===== config.mk =====
export PLATFORM = sky130hd
export DESIGN_NAME = gcd_lcm_unit_top
export DESIGN_NICKNAME = d
export VERILOG_FILES = /design/src/rtl/glu_pkg.sv /design/src/rtl/glu_div.sv /design/src/rtl/gcd_lcm_unit_top.sv
export SDC_FILE = /design/constraint.sdc
export NUM_CORES = 2
export LEC_CHECK = 0
export ABC_CLOCK_PERIOD_IN_PS = 10350
export BUFFER_PORTS_ARGS = -buffer_cell sky130_fd_sc_hd__buf_2
export CORE_ASPECT_RATIO = 0.9
export CORE_MARGIN = 3
export CORE_UTILIZATION = 60
export CTS_BUF_LIST = sky130_fd_sc_hd__clkbuf_16
export CTS_CLUSTER_DIAMETER = 120
export DETAILED_ROUTE_END_ITERATION = 6
export PLACE_DENSITY = 0.77
export SYNTH_ARGS = -nofsm -noshare
export SYNTH_HDL_FRONTEND = slang
export SYNTH_SLANG_ARGS = --single-unit

===== constraint.sdc =====
create_clock -name clk -period 10.35 [get_ports clk]
set_input_delay 2.07 -clock clk [delete_from_list [all_inputs] [get_ports clk]]
set_output_delay 2.07 -clock clk [all_outputs]
set_load 0.005 [all_outputs]

===== src/rtl/glu_pkg.sv =====
`default_nettype none

package glu_pkg;

    localparam int GLU_OPERAND_WIDTH = 32;
    localparam int GLU_FIELD_WIDTH   = 32;
    localparam int GLU_GCD_WIDTH     = 31;
    localparam int GLU_LCM_WIDTH     = 62;
    localparam int GLU_PC_WIDTH      = 4;

    // Result status codes
    localparam logic STATUS_OK      = 1'b0;
    localparam logic STATUS_INVALID = 1'b1;

    typedef struct packed {
        logic signed [GLU_FIELD_WIDTH-1:0] first_operand;
        logic signed [GLU_FIELD_WIDTH-1:0] second_operand;
    } glu_in_t;

    typedef struct packed {
        logic [GLU_GCD_WIDTH-1:0] gcd_value;
        logic [GLU_LCM_WIDTH-1:0] lcm_value;
        logic                     status;
    } glu_out_t;

    // Divider control between sequencer and divider
    typedef struct packed {
        logic load;
        logic step;
    } glu_div_ctrl_t;

    typedef enum logic [2:0] {
        OP_NOP      = 3'd0,
        OP_ORDER    = 3'd1,
        OP_DIV_MOD  = 3'd2,
        OP_DIV_QUO  = 3'd3,
        OP_DIV_STEP = 3'd4,
        OP_ROTATE   = 3'd5,
        OP_MULTIPLY = 3'd6,
        OP_EMIT     = 3'd7
    } glu_op_t;

    typedef enum logic [2:0] {
        COND_NEVER      = 3'd0,
        COND_ALWAYS     = 3'd1,
        COND_INVALID    = 3'd2,
        COND_SMALL_ZERO = 3'd3,
        COND_DIV_MORE   = 3'd4
    } glu_cond_t;

    typedef struct packed {
        glu_op_t                 op;
        glu_cond_t               cond;
        logic [GLU_PC_WIDTH-1:0] target;
    } glu_ucode_t;

    localparam logic [GLU_PC_WIDTH-1:0] PC_LOOP     = 4'd1;
    localparam logic [GLU_PC_WIDTH-1:0] PC_MOD_STEP = 4'd3;
    localparam logic [GLU_PC_WIDTH-1:0] PC_GCD_DONE = 4'd5;
    localparam logic [GLU_PC_WIDTH-1:0] PC_QUO_STEP = 4'd6;
    localparam logic [GLU_PC_WIDTH-1:0] PC_EMIT     = 4'd8;

    // Microcode program: Euclid loop, then a / gcd, then multiply by b
    function automatic glu_ucode_t glu_ucode(input logic [GLU_PC_WIDTH-1:0] pc);
        glu_ucode_t uc;
        uc = '{op: OP_NOP, cond: COND_NEVER, target: '0};
        case (pc)
            4'd0: uc = '{op: OP_ORDER,    cond: COND_INVALID,    target: PC_EMIT};
            4'd1: uc = '{op: OP_NOP,      cond: COND_SMALL_ZERO, target: PC_GCD_DONE};
            4'd2: uc = '{op: OP_DIV_MOD,  cond: COND_NEVER,      target: '0};
            4'd3: uc = '{op: OP_DIV_STEP, cond: COND_DIV_MORE,   target: PC_MOD_STEP};
            4'd4: uc = '{op: OP_ROTATE,   cond: COND_ALWAYS,     target: PC_LOOP};
            4'd5: uc = '{op: OP_DIV_QUO,  cond: COND_NEVER,      target: '0};
            4'd6: uc = '{op: OP_DIV_STEP, cond: COND_DIV_MORE,   target: PC_QUO_STEP};
            4'd7: uc = '{op: OP_MULTIPLY, cond: COND_NEVER,      target: '0};
            4'd8: uc = '{op: OP_EMIT,     cond: COND_NEVER,      target: '0};
            default: uc = '{op: OP_EMIT,  cond: COND_NEVER,      target: '0};
        endcase
        return uc;
    endfunction

endpackage

`default_nettype wire


===== src/rtl/glu_div.sv =====
`default_nettype none

module glu_div
    import glu_pkg::*;
#(
    parameter int WIDTH = GLU_OPERAND_WIDTH - 1
)
(
    input  wire logic             clk,
    input  wire logic             rst_n,
    input  wire glu_div_ctrl_t    ctrl,
    input  wire logic [WIDTH-1:0] dividend,
    input  wire logic [WIDTH-1:0] divisor,
    output logic                  more,
    output logic [WIDTH-1:0]      quotient,
    output logic [WIDTH-1:0]      remainder
);

    localparam int CW = $clog2(WIDTH + 1);

    logic [CW-1:0]    cnt_reg, cnt_next;
    logic [WIDTH-1:0] rem_reg, rem_next;
    logic [WIDTH-1:0] quo_reg, quo_next;
    logic [WIDTH-1:0] dvs_reg, dvs_next;
    logic [WIDTH:0]   trial;
    logic             fits;

    // Restoring division, one quotient bit per step
    assign trial = {rem_reg, quo_reg[WIDTH-1]};
    assign fits  = trial >= {1'b0, dvs_reg};

    always_comb
    begin
        cnt_next = cnt_reg;
        rem_next = rem_reg;
        quo_next = quo_reg;
        dvs_next = dvs_reg;
        if (ctrl.load)
        begin
            cnt_next = CW'(WIDTH);
            rem_next = '0;
            quo_next = dividend;
            dvs_next = divisor;
        end
        else if (ctrl.step)
        begin
            cnt_next = cnt_reg - 1'b1;
            rem_next = fits ? WIDTH'(trial - {1'b0, dvs_reg}) : trial[WIDTH-1:0];
            quo_next = {quo_reg[WIDTH-2:0], fits};
        end
    end

    always_ff @(posedge clk or negedge rst_n)
    begin
        if (!rst_n)
        begin
            cnt_reg <= '0;
        end
        else
        begin
            cnt_reg <= cnt_next;
        end
    end

    always_ff @(posedge clk)
    begin
        rem_reg <= rem_next;
        quo_reg <= quo_next;
        dvs_reg <= dvs_next;
    end

    assign more      = cnt_reg > CW'(1);
    assign quotient  = quo_reg;
    assign remainder = rem_reg;

endmodule

`default_nettype wire


===== src/rtl/gcd_lcm_unit_top.sv =====
`default_nettype none

// Channel   Ports                 Handshake              Beat
// --------  --------------------  ---------------------  ----------------------------
// command   start, busy, operands start high, busy low   glu_in_t: two signed operands
// result    done, result          done high, one cycle   glu_out_t: gcd, lcm, status
//
// Busy stays high from the accepted command until the result beat; an invalid
// operand pair skips the Euclid loop. The divider, one quotient bit per cycle
// while stepping, is shared by every modulo step and by the final a / gcd. done
// rises at the same edge at which busy falls, and a new command beat may be taken
// in the cycle that shows the result beat.
// Reset: rst_n clears the sequencer, busy and done at once; no clearing pass.
// Stalls: the receiver cannot stall; each result beat is shown for one cycle only.

module gcd_lcm_unit_top
    import glu_pkg::*;
#(
    parameter int OPERAND_WIDTH = GLU_OPERAND_WIDTH
)
(
    input  wire logic    clk,
    input  wire logic    rst_n,
    input  wire logic    start,
    output logic         busy,
    input  wire glu_in_t operands,
    output logic         done,
    output glu_out_t     result
);

    // Magnitude width of a valid (positive) operand
    localparam int MAG = OPERAND_WIDTH - 1;
    localparam int PW  = 2 * MAG;

    logic                    busy_reg, busy_next;
    logic                    done_reg, done_next;
    logic [GLU_PC_WIDTH-1:0] pc_reg, pc_next;
    logic                    invalid_reg, invalid_next;
    logic [MAG-1:0]          oa_reg, oa_next;
    logic [MAG-1:0]          ob_reg, ob_next;
    logic [MAG-1:0]          big_reg, big_next;
    logic [MAG-1:0]          small_reg, small_next;
    logic [PW-1:0]           prod_reg, prod_next;
    glu_out_t                result_reg, result_next;

    logic [OPERAND_WIDTH-1:0] raw_a, raw_b;
    logic                     bad_a, bad_b;
    logic                     accept;
    glu_ucode_t               uc;
    logic                     jump;
    glu_div_ctrl_t            div_ctrl;
    logic [MAG-1:0]           div_dividend, div_divisor;
    logic                     div_more;
    logic [MAG-1:0]           div_quo, div_rem;
    logic [PW-1:0]            product;

    assign accept = start && !busy_reg;

    // Keep the low OPERAND_WIDTH bits; zero or sign bit set means invalid
    assign raw_a = operands.first_operand[OPERAND_WIDTH-1:0];
    assign raw_b = operands.second_operand[OPERAND_WIDTH-1:0];
    assign bad_a = (raw_a == '0) || raw_a[OPERAND_WIDTH-1];
    assign bad_b = (raw_b == '0) || raw_b[OPERAND_WIDTH-1];

    // Fetch the control word for the current step
    assign uc = glu_ucode(pc_reg);

    always_comb
    begin
        case (uc.cond)
            COND_ALWAYS:     jump = 1'b1;
            COND_INVALID:    jump = invalid_reg;
            COND_SMALL_ZERO: jump = (small_reg == '0);
            COND_DIV_MORE:   jump = div_more;
            default:         jump = 1'b0;
        endcase
    end

    assign product = PW'(div_quo) * PW'(ob_reg);

    always_comb
    begin
        busy_next    = busy_reg;
        done_next    = 1'b0;
        pc_next      = pc_reg;
        invalid_next = invalid_reg;
        oa_next      = oa_reg;
        ob_next      = ob_reg;
        big_next     = big_reg;
        small_next   = small_reg;
        prod_next    = prod_reg;
        result_next  = result_reg;
        div_ctrl     = '{load: 1'b0, step: 1'b0};
        div_dividend = big_reg;
        div_divisor  = small_reg;

        if (accept)
        begin
            // Latch the command beat and start the program
            busy_next    = 1'b1;
            pc_next      = '0;
            invalid_next = bad_a || bad_b;
            oa_next      = raw_a[MAG-1:0];
            ob_next      = raw_b[MAG-1:0];
        end
        else if (busy_reg)
        begin
            pc_next = jump ? uc.target : pc_reg + 1'b1;
            unique case (uc.op)
                OP_NOP:
                begin
                end
                OP_ORDER:
                begin
                    big_next   = (oa_reg >= ob_reg) ? oa_reg : ob_reg;
                    small_next = (oa_reg >= ob_reg) ? ob_reg : oa_reg;
                end
                OP_DIV_MOD:
                begin
                    div_ctrl.load = 1'b1;
                end
                OP_DIV_QUO:
                begin
                    // big holds the gcd from here on
                    div_ctrl.load = 1'b1;
                    div_dividend  = oa_reg;
                    div_divisor   = big_reg;
                end
                OP_DIV_STEP:
                begin
                    div_ctrl.step = 1'b1;
                end
                OP_ROTATE:
                begin
                    big_next   = small_reg;
                    small_next = div_rem;
                end
                OP_MULTIPLY:
                begin
                    prod_next = product;
                end
                OP_EMIT:
                begin
                    // Drop busy and present the result beat for one cycle
                    busy_next = 1'b0;
                    done_next = 1'b1;
                    if (invalid_reg)
                    begin
                        result_next = '{gcd_value: '0, lcm_value: '0, status: STATUS_INVALID};
                    end
                    else
                    begin
                        result_next.gcd_value = GLU_GCD_WIDTH'(big_reg);
                        result_next.lcm_value = GLU_LCM_WIDTH'(prod_reg);
                        result_next.status    = STATUS_OK;
                    end
                end
                default:
                begin
                end
            endcase
        end
    end

    glu_div #(
        .WIDTH(MAG)
    ) u_div (
        .clk      (clk),
        .rst_n    (rst_n),
        .ctrl     (div_ctrl),
        .dividend (div_dividend),
        .divisor  (div_divisor),
        .more     (div_more),
        .quotient (div_quo),
        .remainder(div_rem)
    );

    always_ff @(posedge clk or negedge rst_n)
    begin
        if (!rst_n)
        begin
            busy_reg    <= 1'b0;
            done_reg    <= 1'b0;
            pc_reg      <= '0;
            invalid_reg <= 1'b0;
        end
        else
        begin
            busy_reg    <= busy_next;
            done_reg    <= done_next;
            pc_reg      <= pc_next;
            invalid_reg <= invalid_next;
        end
    end

    always_ff @(posedge clk)
    begin
        oa_reg     <= oa_next;
        ob_reg     <= ob_next;
        big_reg    <= big_next;
        small_reg  <= small_next;
        prod_reg   <= prod_next;
        result_reg <= result_next;
    end

    assign busy   = busy_reg;
    assign done   = done_reg;
    assign result = result_reg;

    // A result beat never overlaps a running program
    a_done_idle: assert property (@(posedge clk) disable iff (!rst_n)
        done |-> !busy)
        else $error("result strobe while busy");

    // An accepted command always starts the program at its first step
    a_start_busy: assert property (@(posedge clk) disable iff (!rst_n)
        (start && !busy) |=> (busy && pc_reg == '0))
        else $error("accepted command did not start program");

    // Invalid status carries zero values
    a_invalid_zero: assert property (@(posedge clk) disable iff (!rst_n)
        (done && result.status == STATUS_INVALID) |->
            (result.gcd_value == '0 && result.lcm_value == '0))
        else $error("invalid result with nonzero values");

    // A valid result has a nonzero divisor and multiple
    a_valid_nonzero: assert property (@(posedge clk) disable iff (!rst_n)
        (done && result.status == STATUS_OK) |->
            (result.gcd_value != '0 && result.lcm_value != '0))
        else $error("valid result with zero value");

endmodule

`default_nettype wire


Word-level counts from Yosys, hierarchy flattened
Memory sizes are Yosys's and may differ from the RTL's.
Index checks and enable logic that the tools add are counted.
Widths: inputs -> output; s select.
{"block": "word_totals", "register_bits": 385, "elab_cells": 81, "input_bits": 67, "mem_bits_ro": 160, "memories": 1}
{"block": "classes", "multipliers": 1, "n_reduce_logical": 15, "add_sub_neg": 3, "mux": 30, "magnitude_cmp": 3, "eq_ne": 11, "bitwise_logic": 1}
{"name": "(no name shown)", "words": 16, "word_bits": 10, "read_ports": 1, "rd_ports_with_merged_regs": 0, "wr": 0, "line_no": "glu_pkg.sv:67", "rtl": "case (pc)"}
{"op": "$mux 31", "count": 11}
{"op": "$pmux 31 s2", "count": 2}
{"op": "$logic_not 32->1", "count": 2}
{"op": "$mul 31x31->62", "count": 1}
{"op": "$ge 32x31->1", "count": 1}
{"op": "$ge 31x31->1", "count": 1}
{"op": "$logic_not 31->1", "count": 1}
{"op": "$sub 31x31->31", "count": 1}
{"op": "$eq 3x3->1 const B", "count": 5}
{"op": "$eq 3x2->1 const B", "count": 4}
{"op": "$mux 4", "count": 3}
{"op": "$mux 5", "count": 2}
{"op": "$mux 1", "count": 9}
{"op": "$reduce_and 3->1", "count": 3}
{"op": "$eq 3x1->1 const B", "count": 2}
{"op": "$reduce_bool 2->1", "count": 3}
{"op": "$gt 5x1->1 const B", "count": 1}
{"op": "$sub 5x1->5 const B", "count": 1}
{"op": "$add 4x1->4 const B", "count": 1}
{"op": "$mux 2", "count": 2}
{"op": "$pmux 1 s4", "count": 1}
{"op": "$logic_or 1x1->1", "count": 3}
{"op": "$reduce_or 2->1", "count": 1}
{"op": "$logic_and 1x1->1", "count": 1}
{"op": "other kinds (2)", "count": 2}

Depth between registers and ports, before layout
An unclocked memory read counts as a cell.
{"block": "depth", "depth_word": 8, "mapped_depth": 30, "mapped_depth_nobuf": 29}

By module
Synthesis repeated with hierarchy kept, for this count alone.
{"block": "hier_totals", "hier_cells": 5147, "area_unflattened_um2": 50624.8}
{"mod": "gcd_lcm_unit_top", "cells_per_inst": 4607, "area_each_um2": 45029.4, "seq_area_each_um2": 8583.2, "instances": 1}
{"mod": "glu_div", "cells_per_inst": 540, "area_each_um2": 5595.4, "seq_area_each_um2": 2607.5, "instances": 1}

Worst setup path after synthesis
No wires, ideal clock.
{"block": "synth_path", "path_kind": "register to register", "from": "register pc_reg[0]", "to": "register prod_reg[0] (enable)", "path_buffers": 0, "setup_ps": 635, "path_slack_ps": 2856, "arrival_time_ps": 6859, "path_stages_with_launch": 7, "path_cell_list": "dfrtp_1 > inv_1 > ha_1 > nor2_1 > nor2_1 > o21ai_0 > nor4_1"}
{"block": "synth_between", "elab_chain_len": 3}
{"element": "from (decl)", "line_no": "gcd_lcm_unit_top.sv:37", "rtl": "logic [GLU_PC_WIDTH-1:0] pc_reg, pc_next;"}
{"element": "from (signal assigned)", "line_no": "gcd_lcm_unit_top.sv:191", "rtl": "pc_reg <= pc_next;"}
{"element": "$mem_v2 16x10"}
{"element": "$eq 3x3->1", "line_no": "gcd_lcm_unit_top.sv:109", "rtl": "unique case (uc.op)"}
{"element": "$reduce_and 3->1 (no source line)"}
{"element": "to (signal assigned)", "line_no": "gcd_lcm_unit_top.sv:202", "rtl": "prod_reg <= prod_next;"}
{"element": "to (decl)", "line_no": "gcd_lcm_unit_top.sv:43", "rtl": "logic [PW-1:0] prod_reg, prod_next;"}
Every way passes these cells.
A chain may end at the register's enable or synchronous reset.

Final worst setup path
{"block": "layout_path", "from": "register u_div.quo_reg[13], in the netlist u_div.quotient[13]", "to": "register prod_reg[58] (data pin)"}
{"block": "layout_between", "elab_chain_len": 1}
{"element": "from (decl)", "line_no": "glu_div.sv:23", "rtl": "logic [WIDTH-1:0] quo_reg, quo_next;"}
{"element": "from (signal assigned)", "line_no": "glu_div.sv:68", "rtl": "quo_reg <= quo_next;"}
{"element": "$mul 31x31->62", "line_no": "gcd_lcm_unit_top.sv:79", "rtl": "assign product = PW'(div_quo) * PW'(ob_reg);"}
{"element": "net product[58]", "line_no": "gcd_lcm_unit_top.sv:55", "rtl": "logic [PW-1:0] product;"}
The timed path passes the listed nets, and every way through them passes these cells.

==> run summary <==
Async SR Flop Fraction = 3.12%
total of max-cap violations = 0
post-route clock period utilization = 87.3%
crit start category = flip-flop
DR DRC count = 0
GRT Util Overall = 31.1%
H-tree Lvls = 2
Die H = 277 µm
total CTS buffers = 43
Pre-antenna DRT Iters = 6
fmax = 111 MHz
Die Area = 84,800 µm²
max reg flops = 94
Final ANT Viol Nets = 0
Post-Layout Inst Area = 51,900 µm²
Starting Density = 61.0%
min Tclk post-route = 9.04 ns
grt ovf = 0
hold crit path type = reg2reg
Mean Syn Cell Area = 10.0 µm²
Reg area = 11,200 µm²
flop-to-flop setup slack = 1.31 ns
PostCTS Resize Cnt = 0
Fin. Hold Viols = 0
vias in the first global route = 36,976
largest net degree at the start of global routing = 125
antenna violations before repair = 2
Yosys warning total = 0
global placement routability congestion = 0.965
worst-margin pin slew = 1.18 ns
RSZ-0062 raised after global routing = no
CTS tree = built
Final HPWL DP = 99.5 mm
max-slew violation count = 0
status = complete, no violations
Iteration-0 DRC Markers = 2,940
Main synth FF type = edfxtp_1
top post-synthesis cells by area = fa_1 34%, edfxtp_1 21%, ha_1 8.3%
DR WL/cell = 21.6 µm
Slew Limit Headroom = 21.2%
# clock sinks = 385
Layout Cells excl Fill = 5,967
number of synthesized flops with an enable pin = 342
commonest non-fill, non-tap cell in the layout = inv_1
Site Rows = 98
Setup Buffers After CTS = 0
largest buffer count on any clock path = 3
Fillers = 6,315
Synth Net Count = 6,096
Post-DP Area = 50,500 µm²
synthesized cell area = 48,800 µm²
I/O Buffers = 162
dpl cells = 5,886
Seq cells post-synth = 385
Chip Width = 307 µm
Critical Path Sink Type = flip-flop
Clock transition at path regs = 0.06 ns
CP required = 10.75 ns
Vias = 34,784
Seq/Total Area, Yosys = 22.9%
commonest non-fill, non-tap cells in the layout = 881 x inv_1, 838 x fa_1, 614 x nand2_1, 512 x and2_1, 342 x edfxtp_1
Core Box Area = 79,900 µm²
synth unique cells = 71
Post-Route Setup TNS = 0 ns
final wirelength = 129 mm
Crit Path Class = reg2reg
Clock Latency Late Sink = 0.61 ns
area leader, netlist = fa_1
hold_buf cts = 0
CP arrival = 9.44 ns
area share of the largest cell type after synthesis = 34.4%
Ports = 163
post-layout util = 64.9%
area occupied by multi-input gates = 33,300 µm²
first-pass GRT wire length = 205 mm
share of layout cells above drive strength 1 = 7.81%
Final setup viols = 0
Worst Path Max Fanout = 18
Nets = 6,109
vias per cell = 5.83
Layout Skew = 0.0301 ns
Area Overhead vs Synth = 6.38%
CTS root buf = clkbuf_16
Gate Count Post-Synth = 4,868
[cells by family after synthesis]
kind of cell               share of synthesized area [%]
DFF                                                 22.9
AOI/OAI and AO/OA                                   5.81
muxes                                               2.83
buffers and inverters                               8.94
and+or+nand+nor                                     15.2
adders and majority gates                           42.7
xor gates and xnor gates                            1.58
[path summary, 6_finish.rpt]
check                                     from                   to  cells after the start
max reg2reg                 u_div.quotient[13]         prod_reg[58]                     25
max in group asynchronous                rst_n          invalid_reg                      1
min in group asynchronous                rst_n            pc_reg[2]                      1
max                         u_div.quotient[13]         prod_reg[58]                     25
min                        u_div.remainder[30]  u_div.remainder[30]                      2
min reg2reg                u_div.remainder[30]  u_div.remainder[30]                      2
[layer usage]
metal	GRT usage, %	part of all wire (%)
met1	40.0	38
met2	51.8	49
met3	5.61	8.4
met4	13.7	5.3
met5	0	0.010
[critical path: stages (launching register included)]
cell and delay (ns):
edfxtp_1 0.84, buf_4 0.36, and2_1 0.19, fa_1 0.42, fa_1 0.49, fa_1 0.54, inv_1 0.05, fa_1 0.49
inv_1 0.06, fa_1 0.50, inv_1 0.06, fa_1 0.53, inv_1 0.05, fa_1 0.49, fa_1 0.42, ha_1 0.37
nand2_1 0.07, o21ai_0 0.34, o211ai_1 0.16, a21oi_1 0.43, o2111ai_1 0.33, nand3_2 0.30, a21oi_1 0.21, nor4_1 0.60
a21oi_1 0.21, o311ai_0 0.32
[Yosys cell counts, drive strengths merged (4+ instances only)]
library cell,count
a211oi,12
a21o,48
a21oi,132
a221oi,4
a22o,4
a31oi,13
a32oi,6
and2,512
and3,11
buf,23
clkbuf,254
dfrtp,12
dfxtp,31
edfxtp,342
fa,838
ha,323
inv,877
mux2,33
mux2i,101
nand2,615
nand2b,12
nand3,28
nand4,32
nor2,98
nor2b,108
nor3,18
nor4,29
o211ai,6
o21a,10
o21ai,186
o21bai,15
o311ai,4
o31ai,5
or2,5
or3,4
xnor2,61
xor2,27
[through the flow]
step                      worst slack [ns]  hold WS, ns
after detailed placement              1.54        0.494
after CTS                             1.53        0.503
final                                 1.31        0.504
after global placement                1.79        0.487
after global routing                 0.934        0.537
after floorplan                       2.86        0.466
[layout make-up]
cell class	count	share of cell area [%]
Tap cell	1050	2.53
Sequential cell	385	21.6
Multi-Input combinational cell	3329	64.2
Clock buffer	43	2.07
Clock inverter	37	0.547
Inverter	877	6.34
Antenna cell	1	0.00482
Timing Repair Buffer	245	2.76
Power is left out: the tool's default activity adds up to more than one toggle a clock period on the data nets, which glitch-free logic cannot reach.
